==> src/rtl/nadir_view_angle_pixel_unit_defines.svh <==
// assertion macros shared by the nadir view angle rtl
// expects clk and rst in the scope where a macro is used
`ifndef NADIR_VIEW_ANGLE_PIXEL_UNIT_DEFINES_SVH
`define NADIR_VIEW_ANGLE_PIXEL_UNIT_DEFINES_SVH

// same-cycle implication
`define NVAP_ASSERT_SAME(label, ante, cons, msg) \
  label: assert property (@(posedge clk) disable iff (rst) (ante) |-> (cons)) \
    else $error(msg);

// next-cycle implication
`define NVAP_ASSERT_NEXT(label, ante, cons, msg) \
  label: assert property (@(posedge clk) disable iff (rst) (ante) |=> (cons)) \
    else $error(msg);

`endif

==> src/rtl/nvap_pkg.sv <==
// shared widths, angle table and stage structs for the nadir view angle block
// no dependencies
package nvap_pkg;

  // field and datapath widths
  localparam int SLOPE_W  = 48;
  localparam int COORD_W  = 48;
  localparam int SIZE_W   = 32;
  localparam int ALT_W    = 32;
  localparam int VIEW_W   = 23;
  localparam int PX_W     = 50;
  localparam int PXM_W    = 49;
  localparam int PROD_W   = 97;
  localparam int E_W      = 100;
  localparam int MAG_W    = 97;
  localparam int ROOT_W   = 48;
  localparam int RAD_W    = 96;
  localparam int REM_W    = 50;
  localparam int NORM_W   = 60;
  localparam int XY_W     = 63;
  localparam int Z_W      = 41;
  localparam int VIEWQ_W  = 39;

  // cycles from a slope write until the track scale factor is settled
  localparam int SQRT_DEPTH = 2 + ROOT_W;

  localparam logic [ALT_W-1:0] ALT_RESET  = 32'd179968000;
  localparam logic [Z_W-1:0]   NINETY_Q32 = 41'd386547056640;

  // decimal angle table, twelve fraction digits
  localparam logic [127:0] DEC_UNIT       = 128'd1000000000000;
  localparam logic [63:0]  RAD_TO_DEG_DEC = 64'd57295779513082;
  localparam logic [63:0]  ATAN_DEC [13] = '{
    64'd45000000000000, 64'd26565051177078, 64'd14036243467926,
    64'd7125016348902,  64'd3576334374997,  64'd1789910608246,
    64'd895173710211,   64'd447614170861,   64'd223810500369,
    64'd111905677066,   64'd55952891894,    64'd27976452617,
    64'd13988227142
  };

  // atan(2^-i) in degrees, q.32, evaluated at elaboration
  function automatic logic [Z_W-1:0] stage_angle(input int unsigned idx);
    logic [127:0] v;
    if (idx < 13) begin
      v = {64'd0, ATAN_DEC[idx[3:0]]};
    end else begin
      v = {64'd0, RAD_TO_DEG_DEC};
    end
    v = (v << 32) / DEC_UNIT;
    if (idx >= 13) begin
      v = v >> idx;
    end
    return v[Z_W-1:0];
  endfunction

  // square root digit recurrence state
  typedef struct packed {
    logic [REM_W-1:0]  rem;
    logic [ROOT_W-1:0] root;
    logic [RAD_W-1:0]  rad;
  } sqrt_t;

  // distance magnitude waiting for the scale factor
  typedef struct packed {
    logic             valid;
    logic             nod;
    logic [MAG_W-1:0] x;
  } item_t;

  // operand pair in the normalizing shifter
  typedef struct packed {
    logic             valid;
    logic             nod;
    logic [MAG_W-1:0] x;
    logic [MAG_W-1:0] y;
  } norm_t;

  // vectoring rotation state
  typedef struct packed {
    logic            valid;
    logic            nod;
    logic            zero;
    logic [XY_W-1:0] x;
    logic [XY_W-1:0] y;
    logic [Z_W-1:0]  z;
  } cordic_t;

endpackage

==> src/rtl/nvap_cordic_cell.sv <==
// one vectoring cordic rotation with a fixed stage angle
// depends on nvap_pkg
module nvap_cordic_cell
  import nvap_pkg::*;
#(
  parameter int STAGE = 0
) (
  input  logic    clk,
  input  logic    rst,
  input  logic    en,
  input  cordic_t din,
  output cordic_t dout
);

  localparam logic [Z_W-1:0] ANGLE = stage_angle(STAGE);

  logic [XY_W-1:0] dx;
  logic [XY_W-1:0] dy;
  cordic_t         nxt;

  // floor shifts of the cross terms
  assign dx = $unsigned($signed(din.y) >>> STAGE);
  assign dy = $unsigned($signed(din.x) >>> STAGE);

  // rotate toward the x axis
  always_comb begin
    nxt = din;
    if (!din.y[XY_W-1]) begin
      nxt.x = din.x + dx;
      nxt.y = din.y - dy;
      nxt.z = din.z + ANGLE;
    end else begin
      nxt.x = din.x - dx;
      nxt.y = din.y + dy;
      nxt.z = din.z - ANGLE;
    end
  end

  always_ff @(posedge clk) begin
    if (rst) begin
      dout.valid <= 1'b0;
    end else if (en) begin
      dout <= nxt;
    end
  end

endmodule

==> config.mk <==
export PLATFORM = sky130hd
export DESIGN_NAME = nvap_cordic_cell
export DESIGN_NICKNAME = d
export VERILOG_FILES = /design/src/rtl/nadir_view_angle_pixel_unit_defines.svh /design/src/rtl/nvap_pkg.sv /design/src/rtl/nvap_cordic_cell.sv
export SDC_FILE = /design/constraint.sdc
export NUM_CORES = 1
export LEC_CHECK = 0
export ABC_AREA = 1
export BUFFER_PORTS_ARGS = -buffer_cell sky130_fd_sc_hd__buf_2
export CORE_MARGIN = 3
export CORE_UTILIZATION = 25
export CTS_CLUSTER_DIAMETER = 50
export CTS_CLUSTER_SIZE = 14
export DETAILED_ROUTE_END_ITERATION = 16
export GPL_TIMING_DRIVEN = 0
export HOLD_SLACK_MARGIN = 0.12
export PLACE_DENSITY = 0.44
export SLEW_MARGIN = 30
export SYNTH_ARGS = -nofsm -noshare
export SYNTH_HDL_FRONTEND = slang
export SYNTH_SLANG_ARGS = --single-unit
==> constraint.sdc <==
create_clock -name clk -period 9.5 [get_ports clk]
set_input_delay 2.375 -clock clk [delete_from_list [all_inputs] [get_ports clk]]
set_output_delay 2.375 -clock clk [all_outputs]
set_load 0.03 [all_outputs]
==> results.md <==
- Status: finished, final reports clean
- Uppermost routed layer: met5
- LEAKAGE: 15.33 nW
- Area Growth Syn to Fin: 18.00%
- Wl on met1: 52.83 mm
- FILL cells: 10,543
- Hold Crit Depth: 2
- Asr flop ratio synth: 0
- Flops & latches, synth: 169
- Post-synth EDFFs: 168
- Peak per-stage delay on the critical path: 640 ps
- Placer Congestion: 0.9543
- Routed met2 length: 50.77 mm
- Clk root buf: clkbuf_16
- Largest register FFs: 169
- Resize count post-CTS: 0
- Tightest Hold Check Type: reg2reg
- Via density: 4.650
- Largest Register: dout
- Yosys warnings: 0
- Power density over the cells: 120.8 nW/µm²
- RSZ-0062 raised after global routing: no
- CP Launch Point: din[103]
- TritonCTS Sinks: 169
- Crit path cell chain: buf_2, clkbuf_1, clkinv_1, clkbuf_1, clkbuf_2, buf_16, fa_1, o21ai_0, nand2_1, nand2_1, a21oi_1, o21ai_0, nand2_1, nand3b_1, nand2_1
- Most common cell after layout, fill and taps aside: nand2_1
- Synth Net Count: 4,359
- R2r setup slk: 8930 ps
- Final Critical Period: 5829 ps
- Crit share post-route: 0.6136
- Antenna violations before repair: 27
- Layout cell share with drive strength beyond 1: 0.1099
- Global route total overflow: 0
- CP Class: in2reg
- Die width: 308.0 µm
- HPWL Detailed: 98.43 mm
- PnR Total Power: 3.248 mW
- Arr. time, crit path: 6110 ps
- Final Hold Viols: 0
- Row Count: 110
- Slew headroom: 0.2840
- Pre-CTS WS: 3241 ps
- Metal3 WL: 7.613 mm
- Die area: 94,850 µm²
- Drt pass-1 iters: 8
- Most frequent cells in the layout: 1,535 x nand2_1, 880 x inv_1, 385 x buf_2
- Post-layout util: 0.2984
- H-tree depth: 4
- Insertion delay to the later sink of the worst-skew pair: 500 ps
- Synth Cell Area: 22,800 µm²
- Layout Cells excl Fill: 5,542
- Cell family with most CP delay: buffers and inverters
- Final Max Slew Viols: 0
- Ys flop type: edfxtp_1
- Die height: 308.0 µm
- WP buf/inv: 6
- Setup TNS: 0 ps
- Crit path top cell by count: nand2_1
- Starting DRT DRC Count: 2,195
- Hold-fix buffers, CTS: 0
- Gate Count Post-Synth: 3,973
- Bufs on Longest Clock Path: 2
- Critical Path Sink Type: register
- # setup viols final: 0
- CP max FO: 11
- Worst Slack Setup Final: 3671 ps
- Design area: 26,900 µm²
- Clk_skew: 0 ps
- Vias in the first global route: 24,653
- Initial Util: 0.2529
- DRC viols: 0
- R2r endpoint: dout[169]
- Fmax: 171.6 MHz
- Maximum capacitance violations: 0
- CP Launch Type: input pin
- Levels on crit path: 15
- CTS tree: done
- Post-route ant nets: 0
- Placed cell count: 5,502
- CP max stage cell: clkbuf_1
- IO buf count: 342
- I/O pin cnt: 343
- Largest regs: dout: 169 flops
- Overall Global Routing Usage: 0.2372
- Worst reg2reg path depth: 2
- Sequential-to-total area share from yosys stat: 0.2222
- Vias: 25,770
- Unique masters post-synth: 34
- Routed len/inst: 20.69 µm
- Num CTS Buffers: 17
- Core Area: 90,150 µm²
- Net count, final: 4,731
- Fin Hold WS: 471.5 ps
- Crit path required time: 9780 ps
- Reg-to-Reg Start: dout[169]
- Worst-Margin Slew: 1074 ps
- Clk slew on worst S/H paths: 80 ps
- First-pass GRT wire length: 161.8 mm
- Largest net degree at the start of global routing: 24
- Wirelength, routed: 114.7 mm
- Worst setup path end: dout[40]
- Syn_area_per_cell: 5.738 µm²
- Max VDD drop: 0.1352 mV
- Post-CTS Setup Bufs: 0
- Area post-placement: 26,310 µm²
## cells in the mapped netlist, types with 3 or more instances
library cell  instances  area (µm²)
nor3_2                6       60.06
ha_1                209        2615
and2_1                7       43.79
buf_2                35       175.2
edfxtp_1            168        5045
nand4_1              54       337.8
a21o_1                5       37.54
o22ai_1              13       81.33
o21bai_1             18       135.1
mux2i_1               3       30.03
buf_1                11       41.29
nand2_1            1535        5762
clkbuf_1             16       60.06
buf_4                24       180.2
xnor2_1               3       26.28
nor3_1               17       85.08
a31oi_1               7       43.79
inv_1               880        3303
fa_1                  4       80.08
o21ai_0             122       610.6
nand3b_1              7       52.55
nor2_1              283        1062
xor2_1               44       385.4
nand3_1             316        1582
a21oi_1             169       845.8
nor2_2                6       37.54
## cells by family after synthesis
| logic type | after synthesis | share of synthesized area |
|---|---|---|
| xor gates and xnor gates | 47 | 0.01806 |
| muxes | 3 | 0.001317 |
| DFF | 169 | 0.2222 |
| AOI/OAI and AO/OA | 337 | 0.07794 |
| and+or+nand+nor | 2234 | 0.3966 |
| buffers and inverters | 970 | 0.1657 |
| adders and majority gates | 213 | 0.1182 |
## power by group
part	total (mW)	internal (mW)	switching, mW
clock network	0.751	0.368	0.383
logic	1.56	0.417	1.15
registers	0.933	0.917	0.0162
## cell type report
type	count	area, µm²	share of cell area
multi-input cells	2834	13960	0.5190
flip-flops and latches	169	5065	0.1883
inverters	882	3311	0.1231
repair buffers	353	2014	0.07489
well taps	1176	1471	0.05470
plain buffers	88	489.2	0.01819
clock buffers	18	429.2	0.01595
clock inverters	13	135.1	0.005024
diodes	9	22.52	0.0008372
## worst reg2reg max path, delay by kind of cell, from the launching register on
family           cells  cell delay, ps
AO/OA/AOI/OAI        1             120
flip-flops           1             330
AND/OR/NAND/NOR      1              60
## how the worst min path moves through the flow
stage              start   endpoint  slack [ps]
2_1_floorplan  dout[169]  dout[169]         580
5_1_grt        dout[169]  dout[169]         490
3_3_place_gp   dout[169]  dout[169]         440
3_5_place_dp   dout[169]  dout[169]         470
6_report       dout[169]  dout[169]         470
4_1_cts        dout[169]  dout[169]         480
## routing by layer
metal / vias to the layer above / GRT usage
met5: - / 0
met3: 131 / 0.03523
met2: 898 / 0.3794
met1: 11861 / 0.3258
li1: 12874 / -
met4: 6 / 0.08051
Power figures use the tool's default switching activity.
