<file path="config.mk">
export PLATFORM = sky130hd
export DESIGN_NAME = nvap_sqrt_cell
export DESIGN_NICKNAME = d
export VERILOG_FILES = /design/src/rtl/nadir_view_angle_pixel_unit_defines.svh /design/src/rtl/nvap_pkg.sv /design/src/rtl/nvap_sqrt_cell.sv
export SDC_FILE = /design/constraint.sdc
export NUM_CORES = 1
export LEC_CHECK = 0
export BUFFER_PORTS_ARGS = -buffer_cell sky130_fd_sc_hd__buf_2
export CORE_ASPECT_RATIO = 0.8
export CORE_MARGIN = 4
export CORE_UTILIZATION = 41
export CTS_CLUSTER_SIZE = 40
export DETAILED_ROUTE_END_ITERATION = 8
export HOLD_SLACK_MARGIN = 0.08
export PLACE_DENSITY = 0.82
export SETUP_SLACK_MARGIN = 0.3
export SLEW_MARGIN = 0
export SYNTH_ARGS = -nofsm -noshare
export SYNTH_HDL_FRONTEND = slang
export SYNTH_SLANG_ARGS = --single-unit
</file>
<file path="constraint.sdc">
create_clock -name clk -period 3.3 [get_ports clk]
set_input_delay 0.66 -clock clk [delete_from_list [all_inputs] [get_ports clk]]
set_output_delay 0.66 -clock clk [all_outputs]
set_load 0.02 [all_outputs]
</file>
<file path="src/rtl/nadir_view_angle_pixel_unit_defines.svh">
// assertion macros shared by the nadir view angle rtl
// expects clk and rst in the scope where a macro is used
`ifndef NADIR_VIEW_ANGLE_PIXEL_UNIT_DEFINES_SVH
`define NADIR_VIEW_ANGLE_PIXEL_UNIT_DEFINES_SVH

// same-cycle implication
`define NVAP_ASSERT_SAME(label, ante, cons, msg) \
  label: assert property (@(posedge clk) disable iff (rst) (ante) |-> (cons)) \
    else $error(msg);

// next-cycle implication
`define NVAP_ASSERT_NEXT(label, ante, cons, msg) \
  label: assert property (@(posedge clk) disable iff (rst) (ante) |=> (cons)) \
    else $error(msg);

`endif

</file>
<file path="src/rtl/nvap_pkg.sv">
// shared widths, angle table and stage structs for the nadir view angle block
// no dependencies
package nvap_pkg;

  // field and datapath widths
  localparam int SLOPE_W  = 48;
  localparam int COORD_W  = 48;
  localparam int SIZE_W   = 32;
  localparam int ALT_W    = 32;
  localparam int VIEW_W   = 23;
  localparam int PX_W     = 50;
  localparam int PXM_W    = 49;
  localparam int PROD_W   = 97;
  localparam int E_W      = 100;
  localparam int MAG_W    = 97;
  localparam int ROOT_W   = 48;
  localparam int RAD_W    = 96;
  localparam int REM_W    = 50;
  localparam int NORM_W   = 60;
  localparam int XY_W     = 63;
  localparam int Z_W      = 41;
  localparam int VIEWQ_W  = 39;

  // cycles from a slope write until the track scale factor is settled
  localparam int SQRT_DEPTH = 2 + ROOT_W;

  localparam logic [ALT_W-1:0] ALT_RESET  = 32'd179968000;
  localparam logic [Z_W-1:0]   NINETY_Q32 = 41'd386547056640;

  // decimal angle table, twelve fraction digits
  localparam logic [127:0] DEC_UNIT       = 128'd1000000000000;
  localparam logic [63:0]  RAD_TO_DEG_DEC = 64'd57295779513082;
  localparam logic [63:0]  ATAN_DEC [13] = '{
    64'd45000000000000, 64'd26565051177078, 64'd14036243467926,
    64'd7125016348902,  64'd3576334374997,  64'd1789910608246,
    64'd895173710211,   64'd447614170861,   64'd223810500369,
    64'd111905677066,   64'd55952891894,    64'd27976452617,
    64'd13988227142
  };

  // atan(2^-i) in degrees, q.32, evaluated at elaboration
  function automatic logic [Z_W-1:0] stage_angle(input int unsigned idx);
    logic [127:0] v;
    if (idx < 13) begin
      v = {64'd0, ATAN_DEC[idx[3:0]]};
    end else begin
      v = {64'd0, RAD_TO_DEG_DEC};
    end
    v = (v << 32) / DEC_UNIT;
    if (idx >= 13) begin
      v = v >> idx;
    end
    return v[Z_W-1:0];
  endfunction

  // square root digit recurrence state
  typedef struct packed {
    logic [REM_W-1:0]  rem;
    logic [ROOT_W-1:0] root;
    logic [RAD_W-1:0]  rad;
  } sqrt_t;

  // distance magnitude waiting for the scale factor
  typedef struct packed {
    logic             valid;
    logic             nod;
    logic [MAG_W-1:0] x;
  } item_t;

  // operand pair in the normalizing shifter
  typedef struct packed {
    logic             valid;
    logic             nod;
    logic [MAG_W-1:0] x;
    logic [MAG_W-1:0] y;
  } norm_t;

  // vectoring rotation state
  typedef struct packed {
    logic            valid;
    logic            nod;
    logic            zero;
    logic [XY_W-1:0] x;
    logic [XY_W-1:0] y;
    logic [Z_W-1:0]  z;
  } cordic_t;

endpackage

</file>
<file path="src/rtl/nvap_sqrt_cell.sv">
// one restoring square root step, one root bit per cell
// depends on nvap_pkg
module nvap_sqrt_cell
  import nvap_pkg::*;
(
  input  logic  clk,
  input  sqrt_t din,
  output sqrt_t dout
);

  logic [REM_W-1:0] rem_sh;
  logic [REM_W-1:0] trial;
  logic             ge;

  // bring down two radicand bits and try the next root bit
  assign rem_sh = {din.rem[REM_W-3:0], din.rad[RAD_W-1 -: 2]};
  assign trial  = {din.root[REM_W-3:0], 2'b01};
  assign ge     = rem_sh >= trial;

  always_ff @(posedge clk) begin
    dout.rem  <= ge ? (rem_sh - trial) : rem_sh;
    dout.root <= {din.root[ROOT_W-2:0], ge};
    dout.rad  <= {din.rad[RAD_W-3:0], 2'b00};
  end

endmodule

</file>
==> results.txt, run 1 <==
CP Launch Type -> input pin
Seq/Total Area, Yosys -> 48.7%
Final ANT Viol Nets -> 0
Initial core utilization -> 41.7%
# nets final -> 1474
Share of cells above drive strength 1 -> 48.5%
Area grow syn2layout -> 49.3%
Clock buffer depth -> 2
Largest net degree at the start of global routing -> 23
Routability cong. -> 0.907
Dominant cell type by area after synthesis -> dfxtp_1
VDD IR max -> 0.000296 V
Simple-Gate Fraction of Synth Area -> 9.64%
Largest register FFs -> 192
Die Y -> 132 um
Post-route cell area -> 0.0118 mm2
Cell Area, Synth -> 0.00789 mm2
Fraction of registers with async set/reset -> 0%
Setup CP Type -> input pin to register
CTS Sinks -> 192
Period utilisation layout -> 91.1%
Core Area -> 0.0189 mm2
HPWL Detailed -> 22300 um
Site Rows -> 45
Post-DP Area -> 0.0106 mm2
Area share of fa/ha/maj cells after synthesis -> 7.93%
Final cell count without fillers -> 1502
Compound-Gate Fraction of Synth Area -> 14.0%
Synth Area in XOR/XNOR -> 4.89%
Filler cells -> 1575
CP arrival -> 3.32 ns
Grt met3 use -> 7.06%
Hold_buf cts -> 0
Root buf cell -> clkbuf_16
Hold Crit Class -> input pin to register
CTS tree -> yes
Clk slew on worst S/H paths -> 0.09 ns
Area contributors post-synth -> dfxtp_1 49%, mux2_4 8.8%, ha_1 7.9%
Largest family of logic cells by synthesized area -> compound AO/OA/AOI/OAI gates
Met1 Track Usage GR -> 29.6%
Max Fclk -> 0.332 GHz
Syn Area/Cell -> 10.4 um2
Endpoints failing setup -> 0
Hold Violations, Final -> 0
PD cells -> 556 mW/mm2
Top reg by flops -> dout
Critical-path cell list -> buf_8 -> inv_8 -> ha_4 -> nand4_1 -> or3_4 -> a2111o_1 -> a31oi_4 -> o21ai_4 -> o31ai_4 -> a21oi_4 -> nor2_8 -> buf_12 -> clkbuf_16 -> mux2_4
Proportion of synthesized area in mux cells -> 9.01%
Vias in the first global route -> 7306
Vias per cell -> 5.00
FF+latch count, synth -> 192
Worst path slowest cell -> or3_4
Die area -> 0.0215 mm2
Overall routing resource usage -> 24.2%
GR peak layer -> met2
DRC viols -> 0
Worst Setup EP -> dout[180]
Worst Setup SP -> din[104]
Slew Limit Headroom -> 64.5%
Top flop regs -> dout x192
Placed Cells -> 1446
Main synth FF type -> dfxtp_1
Drt wl/cell -> 18.8 um
Setup TNS -> 0 ns
Initial antenna violation count -> 7
Yosys cell types -> 56
CTS Buf Count -> 17
Grt ovf -> 0
Met2 usage -> 40.9%
Drt total wl -> 28300 um
First-pass GRT wire length -> 40400 um
Worst slew pin tran -> 0.527 ns
Final Critical Period -> 3.01 ns
Vias -> 7510
CP required -> 3.62 ns
Iteration-0 DRC Markers -> 642
IO Count -> 389
H-tree Lvls -> 4
Port Buffers -> 384
Fin. max-slew vios -> 0
Yosys warns -> 0
CP Capture Type -> register
Synth top area share -> 48.7%
Lkg Pwr -> 0.00594 uW
Syn Inst Count -> 759
Status -> finished clean
Slowest stage delay, CP -> 0.35 ns
Initial DRT Pass Iterations -> 5
Max-cap viol count -> 0
Chip Width -> 163 um
Unrepaired setup endpoints after global routing -> true
EDFF count, synth -> 0
Crit-path max FO -> 5
==> worst max-delay path, delay by kind of cell <==
kind / cells / cell delay (ns)
adders and majority gates: 1 / 0.25
buffers and inverters: 4 / 0.43
muxes: 1 / 0.29
and+or+nand+nor: 3 / 0.65
AOI/OAI and AO/OA: 5 / 1.04
==> logic make-up (layout without fill, tap and decap cells) <==
logic type,count (synthesis),in the layout
adder cells (fa/ha/maj),50,50
AO/OA/AOI/OAI,176,176
flip-flops,192,192
AND/OR/NAND/NOR,152,152
multiplexers,48,48
other,1,4
XOR/XNOR,44,44
buffers and inverters,96,578
==> placed cells by master (no fill, tap or decap), drive strengths merged, types with 3 or more instances in the layout <==
master / synthesis / layout
dfxtp: 192 / 192
nor3: 13 / 13
a31oi: 13 / 13
o31ai: 3 / 3
a21boi: 4 / 4
o21a: 5 / 5
o21ai: 35 / 35
nor2b: 3 / 3
o21bai: 8 / 8
nand4: 13 / 13
a21o: 19 / 19
buf: 9 / 476
inv: 67 / 77
a21oi: 66 / 66
xnor2: 27 / 27
nand2b: 4 / 4
mux2: 46 / 46
nand2: 43 / 43
clkbuf: 20 / 20
o211ai: 8 / 8
nor2: 31 / 31
and2: 7 / 7
xor2: 17 / 17
clkinv: 0 / 5
and3: 11 / 11
nand3: 17 / 17
ha: 50 / 50
==> cells in the mapped netlist (12+ instances only) <==
cell type	number
a21o_1	19
a21oi_1	65
a31oi_1	12
clkbuf_1	20
dfxtp_1	192
ha_1	50
inv_1	67
mux2_4	46
nand2_1	43
nand3_1	17
nand4_1	13
nor2_1	30
nor3_1	13
o21ai_0	33
xnor2_1	27
xor2_1	17
==> stage by stage <==
| step | utilization, % | power [uW] | hold slack, ns | setup slack, ns |
|---|---|---|---|---|
| finish | 62.2 | 6540 | 0.315 | 0.292 |
| global route | 62.2 | 6810 | 0.291 | 0.208 |
| CTS | 60.5 | 6470 | 0.299 | 0.266 |
| detailed placement | 56.2 | 4270 | 0.764 | -0.254 |
| global placement | 56.2 | 4240 | 0.762 | -0.217 |
| floorplan | - | 3650 | 0.688 | 0.00340 |
==> final cells by class <==
class                      count  area [um2]  area share, %
antenna                        2        5.00         0.0425
clock buffer                  17         425           3.61
clock inverter                15         200           1.70
inverter                      67         262           2.22
multi-input combinational    472        3860           32.8
sequential                   192        3840           32.6
tap                          258         323           2.74
timing repair buffer         479        2850           24.2
==> worst min-delay path by stage <==
stage | from | end | slack (ns) | depth (start not counted)
floorplan | din[99] | dout[100] | 0.69 | 0
global placement | din[63] | dout[65] | 0.76 | 1
detailed placement | din[91] | dout[93] | 0.76 | 1
CTS | din[91] | dout[93] | 0.30 | 1
global route | din[41] | dout[43] | 0.29 | 1
finish | din[91] | dout[93] | 0.31 | 1
==> power breakdown <==
| part | leakage, uW | switching (uW) | internal, uW |
|---|---|---|---|
| clock network | 0.000305 | 1090 | 1060 |
| registers | 0.00162 | 47.6 | 2510 |
| logic | 0.00401 | 995 | 837 |
==> repair_timing <==
item / 4_1_cts / 5_1_grt
cloned: 1 / 3
pin swaps: 1 / 7
endpoints found under the setup margin: 46 / 47
buffers inserted: 8 / 10
gates resized for setup: 19 / 33
==> metal layers <==
metal / vias to the layer above / wire (um)
met1: 3537 / 11500
met5: - / 43
met3: 64 / 2230
met2: 335 / 13700
li1: 3566 / -
met4: 8 / 807
(Power assumes the default switching activity.)
==> run 2: changes to the inputs <==
Settings changed: PLACE_DENSITY 0.82 to 0.79.
Clock period 3.3 ns to 3.2 ns, I/O delays scaled along.
==> run 2 against run 1 <==
- flip-flop and latch count unchanged
- worst hold slack lost 0.012 ns
- setup slack got worse by 0.089 ns
- highest routed layer unchanged
- clock power grew 2%
- first-iteration DRC count shrank 37%
- global-route usage about the same
==> results.txt, run 2 (synthesized netlist as in run 1, its figures left out) <==
Endpoints failing setup -> 0 (unchanged)
Die Y -> 132 um (unchanged)
Total Power -> 6690 uW (+2.2%)
IO Count -> 389 (unchanged)
CP arrival -> 3.31 ns (about the same)
Final worst slack -> 0.203 ns (-0.0892 ns)
Port Buffers -> 384 (unchanged)
Area grow syn2layout -> 48.1%
CTS tree -> yes
Initial antenna violation count -> 9 (+2)
Drt wl/cell -> 18.4 um (-2.3%)
Clk slew on worst S/H paths -> 0.08 ns (about the same)
CTS Buf Count -> 17 (unchanged)
# nets final -> 1479 (+0.34%)
HPWL Detailed -> 22600 um (+1.5%)
Commonest cells after routing, fill and taps aside -> 376 x buf_2, 192 x dfxtp_1, 91 x buf_4
Worst slew pin tran -> 0.590 ns (+0.0627 ns)
VDD IR max -> 0.000303 V (+2.4%)
Top reg by flops -> dout
Clock buffer depth -> 2 (unchanged)
Chip Width -> 163 um (unchanged)
Iteration-0 DRC Markers -> 406 (-37%)
Buf+Inv Stages, Crit Path -> 4 (unchanged)
Overall routing resource usage -> 24.2% (about the same)
Root buf cell -> clkbuf_16
First-pass GRT wire length -> 40300 um (-0.27%)
Site Rows -> 45 (unchanged)
Unrepaired setup endpoints after global routing -> true
Lkg Pwr -> 0.00592 uW (-0.24%)
Status -> finished clean
Hold_buf cts -> 0 (unchanged)
Core Area -> 0.0189 mm2 (unchanged)
Final ANT Viol Nets -> 0 (unchanged)
Die area -> 0.0215 mm2 (unchanged)
Hold Crit Class -> input pin to register
Slew Limit Headroom -> 60.2% (-4.2 points)
Slowest stage delay, CP -> 0.37 ns (+0.02 ns)
Top flop regs -> dout x192
CP Capture Type -> register
CP most frequent cell -> buf_12
Critical-path cell list -> buf_8 -> inv_8 -> ha_4 -> nand4_1 -> or3_4 -> a2111o_1 -> a31oi_4 -> o21ai_4 -> o31ai_4 -> a21oi_4 -> nor2_8 -> buf_12 -> buf_12 -> mux2_4
Setup CP Type -> input pin to register
Routability cong. -> 0.869 (-4.2%)
PD cells -> 573 mW/mm2 (+3.0%)
Largest register FFs -> 192 (unchanged)
DRC viols -> 0 (unchanged)
Pre-CTS setup slack -> -0.385 ns (-0.131 ns)
Initial DRT Pass Iterations -> 5 (unchanged)
Fin. max-slew vios -> 0 (unchanged)
Final cell count without fillers -> 1506 (+0.27%)
Vias per cell -> 4.89 (-2.3%)
Vias -> 7360 (-2.0%)
Largest net degree at the start of global routing -> 21 (-8.7%)
Hold Violations, Final -> 0 (unchanged)
CTS Sinks -> 192 (unchanged)
Commonest non-fill, non-tap cell in the layout -> buf_2
Crit-path max FO -> 8 (+3)
Max Fclk -> 0.334 GHz
Final core utilization -> 61.8% (-0.50 points)
Cell family with most CP delay -> compound AO/OA/AOI/OAI gates
Period utilisation layout -> 93.7%
Final Critical Period -> 3.00 ns
Initial core utilization -> 41.7% (unchanged)
Placed Cells -> 1462 (+1.1%)
H-tree Lvls -> 4 (unchanged)
CP required -> 3.52 ns (-0.10 ns)
Vias in the first global route -> 7359 (+0.73%)
Grt ovf -> 0 (unchanged)
Worst path slowest cell -> or3_4
Share of cells above drive strength 1 -> 47.9% (-0.60 points)
Drt total wl -> 27700 um (-2.0%)
CP Launch Type -> input pin
Max-cap viol count -> 0 (unchanged)
run 2: changes by cell type in the layout (fill, tap and decap cells not counted), moves of 2 or more:
cell	delta
inv_8	-2
clkbuf_16	-2
inv_12	-4
a31oi_1	+2
clkinv_4	+3
buf_6	-3
a21oi_2	-3
buf_4	+8
a21oi_1	+4
run 2: what timing repair did:
action                     CTS  global route
setup endpoints to repair   48            50
cloned                       1             1
resized for setup           22            17
buffers inserted             9             0
pin swaps                    2             4
run 2: report_power, final:
| part | leakage [uW] | switching, uW | internal [uW] | total (uW) |
|---|---|---|---|---|
| Clock | 0.000302 | 1070 | 1130 | 2200 |
| Sequential | 0.00162 | 53.7 | 2590 | 2640 |
| Combinational | 0.00400 | 1000 | 847 | 1850 |
| Total | 0.00592 | 2120 | 4570 | 6690 |
run 2: final timing paths:
kind	from	to	slack [ns]	cells past startpoint
worst max-delay path	din[104]	dout[188]	0.20	14
worst min-delay path	din[29]	dout[31]	0.30	1
run 2: cell type report:
cell class | instances | area (um2)
fillers | 1592 | 7240
flip-flops and latches | 192 | 3840
multi-input cells | 472 | 3780
repair buffers | 484 | 2850
clock buffers | 17 | 425
well taps | 258 | 323
inverters | 67 | 262
clock inverters | 15 | 194
diodes | 1 | 2.50
run 2: per-layer routing:
metal	track usage, %	part of all wire (%)
met1	28.9	41
met2	40.3	47
met3	8.00	8.6
met4	9.46	3.6
met5	0	0.24
run 2: stage by stage:
step | area, um2 | TNS, ns | hold slack (ns)
2_1_floorplan | 8020 | -3.49 | 0.668
3_3_place_gp | 10800 | -13.86 | 0.742
3_5_place_dp | 10800 | -17.07 | 0.744
4_1_cts | 11600 | 0 | 0.286
5_1_grt | 11700 | 0 | 0.278
6_report | 11700 | 0 | 0.303
==> run 3: changes to the inputs <==
Settings changed: ABC_AREA set to 1, CORE_MARGIN 4 to unset, PLACE_DENSITY 0.79 to 0.76.
==> run 3 against run 2 <==
- count of clock-buffer cells in the layout is 1 higher
- combinational power is 9.7% lower
- global-route usage is 4.8 points higher
- total power is 1.8% lower
- critical path depth stayed put
- sequential share of layout area is 1.2 points lower
==> results.txt, run 3 <==
DRC viols -> 0 (unchanged)
HPWL Detailed -> 28700 um (+27%)
Port Buffers -> 384 (unchanged)
Seq/Total Area, Yosys -> 41.5% (-7.2 points)
FF+latch count, synth -> 192 (unchanged)
Final ANT Viol Nets -> 0 (unchanged)
Die area -> 0.0232 mm2 (+7.7%)
Fin. max-slew vios -> 0 (unchanged)
Most frequent cell after synthesis -> nand2_1
Hold Crit Class -> input pin to register
Clk slew on worst S/H paths -> 0.08 ns (about the same)
H-tree Lvls -> 4 (unchanged)
Area grow syn2layout -> 31.1%
Endpoints failing setup -> 0 (unchanged)
Iteration-0 DRC Markers -> 596 (+47%)
Lkg Pwr -> 0.00708 uW (+19%)
Initial core utilization -> 42.4% (+0.67 points)
Unrepaired setup endpoints after global routing -> false
Routed length on met1 -> 15700 um (+39%)
Root buf cell -> clkbuf_16
Min Hold Slack -> 0.285 ns (-0.0179 ns)
Final Critical Period -> 2.36 ns (-0.637 ns)
IO Count -> 389 (unchanged)
Dominant cell type by area after synthesis -> dfxtp_1
Share of cells above drive strength 1 -> 27.8% (-20 points)
Max-cap viol count -> 0 (unchanged)
Hold_buf cts -> 0 (unchanged)
Hold Violations, Final -> 0 (unchanged)
Max Fclk -> 0.424 GHz (+27%)
CP Capture Type -> register
CP Launch Type -> input pin
# nets final -> 1952 (+32%)
Post-CTS Setup Inserts -> 0 (-9)
Uppermost routed layer -> met5
Setup CP Type -> input pin to register
Routability cong. -> 0.967 (+11%)
CP arrival -> 2.68 ns (-0.63 ns)
Drt total wl -> 33900 um (+22%)
Largest net degree at the start of global routing -> 50 (+140%)
Yosys warns -> 0 (unchanged)
Initial DRT Pass Iterations -> 5 (unchanged)
Chip Width -> 170 um (+4.3%)
First-pass GRT wire length -> 49500 um (+23%)
Commonest cells after routing, fill and taps aside -> 454 x nand2_1, 384 x buf_2, 279 x inv_1
Area contributors post-synth -> dfxtp_1 42%, nand2_1 18%, inv_1 11%
Period utilisation layout -> 73.8% (-20 points)
Cell Area, Synth -> 0.00926 mm2 (+17%)
CTS Sinks -> 192 (unchanged)
Top flop regs -> dout x192
Yosys cell types -> 40 (-29%)
Grt ovf -> 0 (unchanged)
Overall routing resource usage -> 29.0% (+4.8 points)
Status -> finished clean
Die Y -> 136 um (+3.3%)
Syn Inst Count -> 1313 (+73%)
Total Power -> 6570 uW (-1.8%)
# resized after CTS -> 0 (-100%)
CTS tree -> yes
Most frequent cells after synthesis -> 454 x nand2_1, 279 x inv_1, 192 x dfxtp_1
Commonest non-fill, non-tap cell in the layout -> nand2_1
Fraction of registers with async set/reset -> 0% (unchanged)
VDD IR max -> 0.000374 V (+24%)
Initial antenna violation count -> 7 (-2)
Main synth FF type -> dfxtp_1
CTS Buf Count -> 17 (unchanged)
Met2 wirelength from detailed routing -> 14800 um (+14%)
Met3 wire len -> 2750 um (+15%)
Drt wl/cell -> 16.8 um (-8.8%)
EDFF count, synth -> 0 (unchanged)
Vias -> 9178 (+25%)
PD cells -> 541 mW/mm2 (-5.4%)
CP required -> 3.52 ns (about the same)
Vias per cell -> 4.54 (-7.1%)
Setup TNS -> 0 ns (unchanged)
Synth top area share -> 41.5% (-7.2 points)
Syn Area/Cell -> 7.05 um2 (-32%)
Top reg by flops -> dout
Site Rows -> 48 (+6.7%)
Largest register FFs -> 192 (unchanged)
Clock buffer depth -> 2 (unchanged)
Vias in the first global route -> 8714 (+18%)
Core Area -> 0.0219 mm2 (+16%)
Crit-path max FO -> 49 (+41)
run 3: kinds of logic (layout without fill, tap and decap cells):
family	Yosys count	count (layout)	share of synthesized area, %
AOI/OAI and AO/OA	68	68	4.28
other	1	3	0.0405
and+or+nand+nor	672	672	31.9
xor gates and xnor gates	28	28	2.65
buffers and inverters	302	708	12.9
DFF	192	192	41.5
adders and majority gates	50	50	6.75
run 3: layer usage:
metal / track usage [%] / up-vias
li1: - / 4741
met1: 39.5 / 4082
met2: 45.7 / 306
met3: 6.81 / 41
met4: 8.01 / 8
met5: 0 / -
run 3: final timing paths:
check,startpoint,endpoint,slack (ns),cells past startpoint
setup / recovery,din[125],dout[161],0.84,14
hold / removal,din[92],dout[94],0.29,1
run 3: metrics by stage:
step	worst slack, ns	instance area [um2]	utilization, %	cells
6_report	0.840	12100	55.5	2021
5_1_grt	0.674	12100	55.5	2020
4_1_cts	0.884	12100	55.5	2020
3_5_place_dp	0.417	11500	52.7	1988
3_3_place_gp	0.443	11500	52.7	1988
2_1_floorplan	0.861	9270	-	1314
run 3: critical path: stages:
cell and delay, ns:
buf_2 0.09, inv_1 0.05, ha_1 0.37, nand2_1 0.10
nand2_1 0.09, a21oi_2 0.18, nand2_1 0.15, inv_1 0.08
nand2_1 0.16, a21oi_4 0.20, nand3_4 0.16, buf_12 0.22
nand2_1 0.08, o21ai_0 0.08
run 3: power breakdown:
part	switching [uW]	internal, uW	leakage, uW
Clock	1080	1150	0.000301
Combinational	1110	560	0.00516
Sequential	61.7	2600	0.00162
Total	2260	4320	0.00708
run 3: cell type report:
type,instances,area [um2]
timing repair buffer,390,1990
clock inverter,14,183
clock buffer,18,439
inverter,286,1070
antenna,1,2.50
multi-input combinational,820,4230
fill,2254,9720
tap,300,375
sequential,192,3840
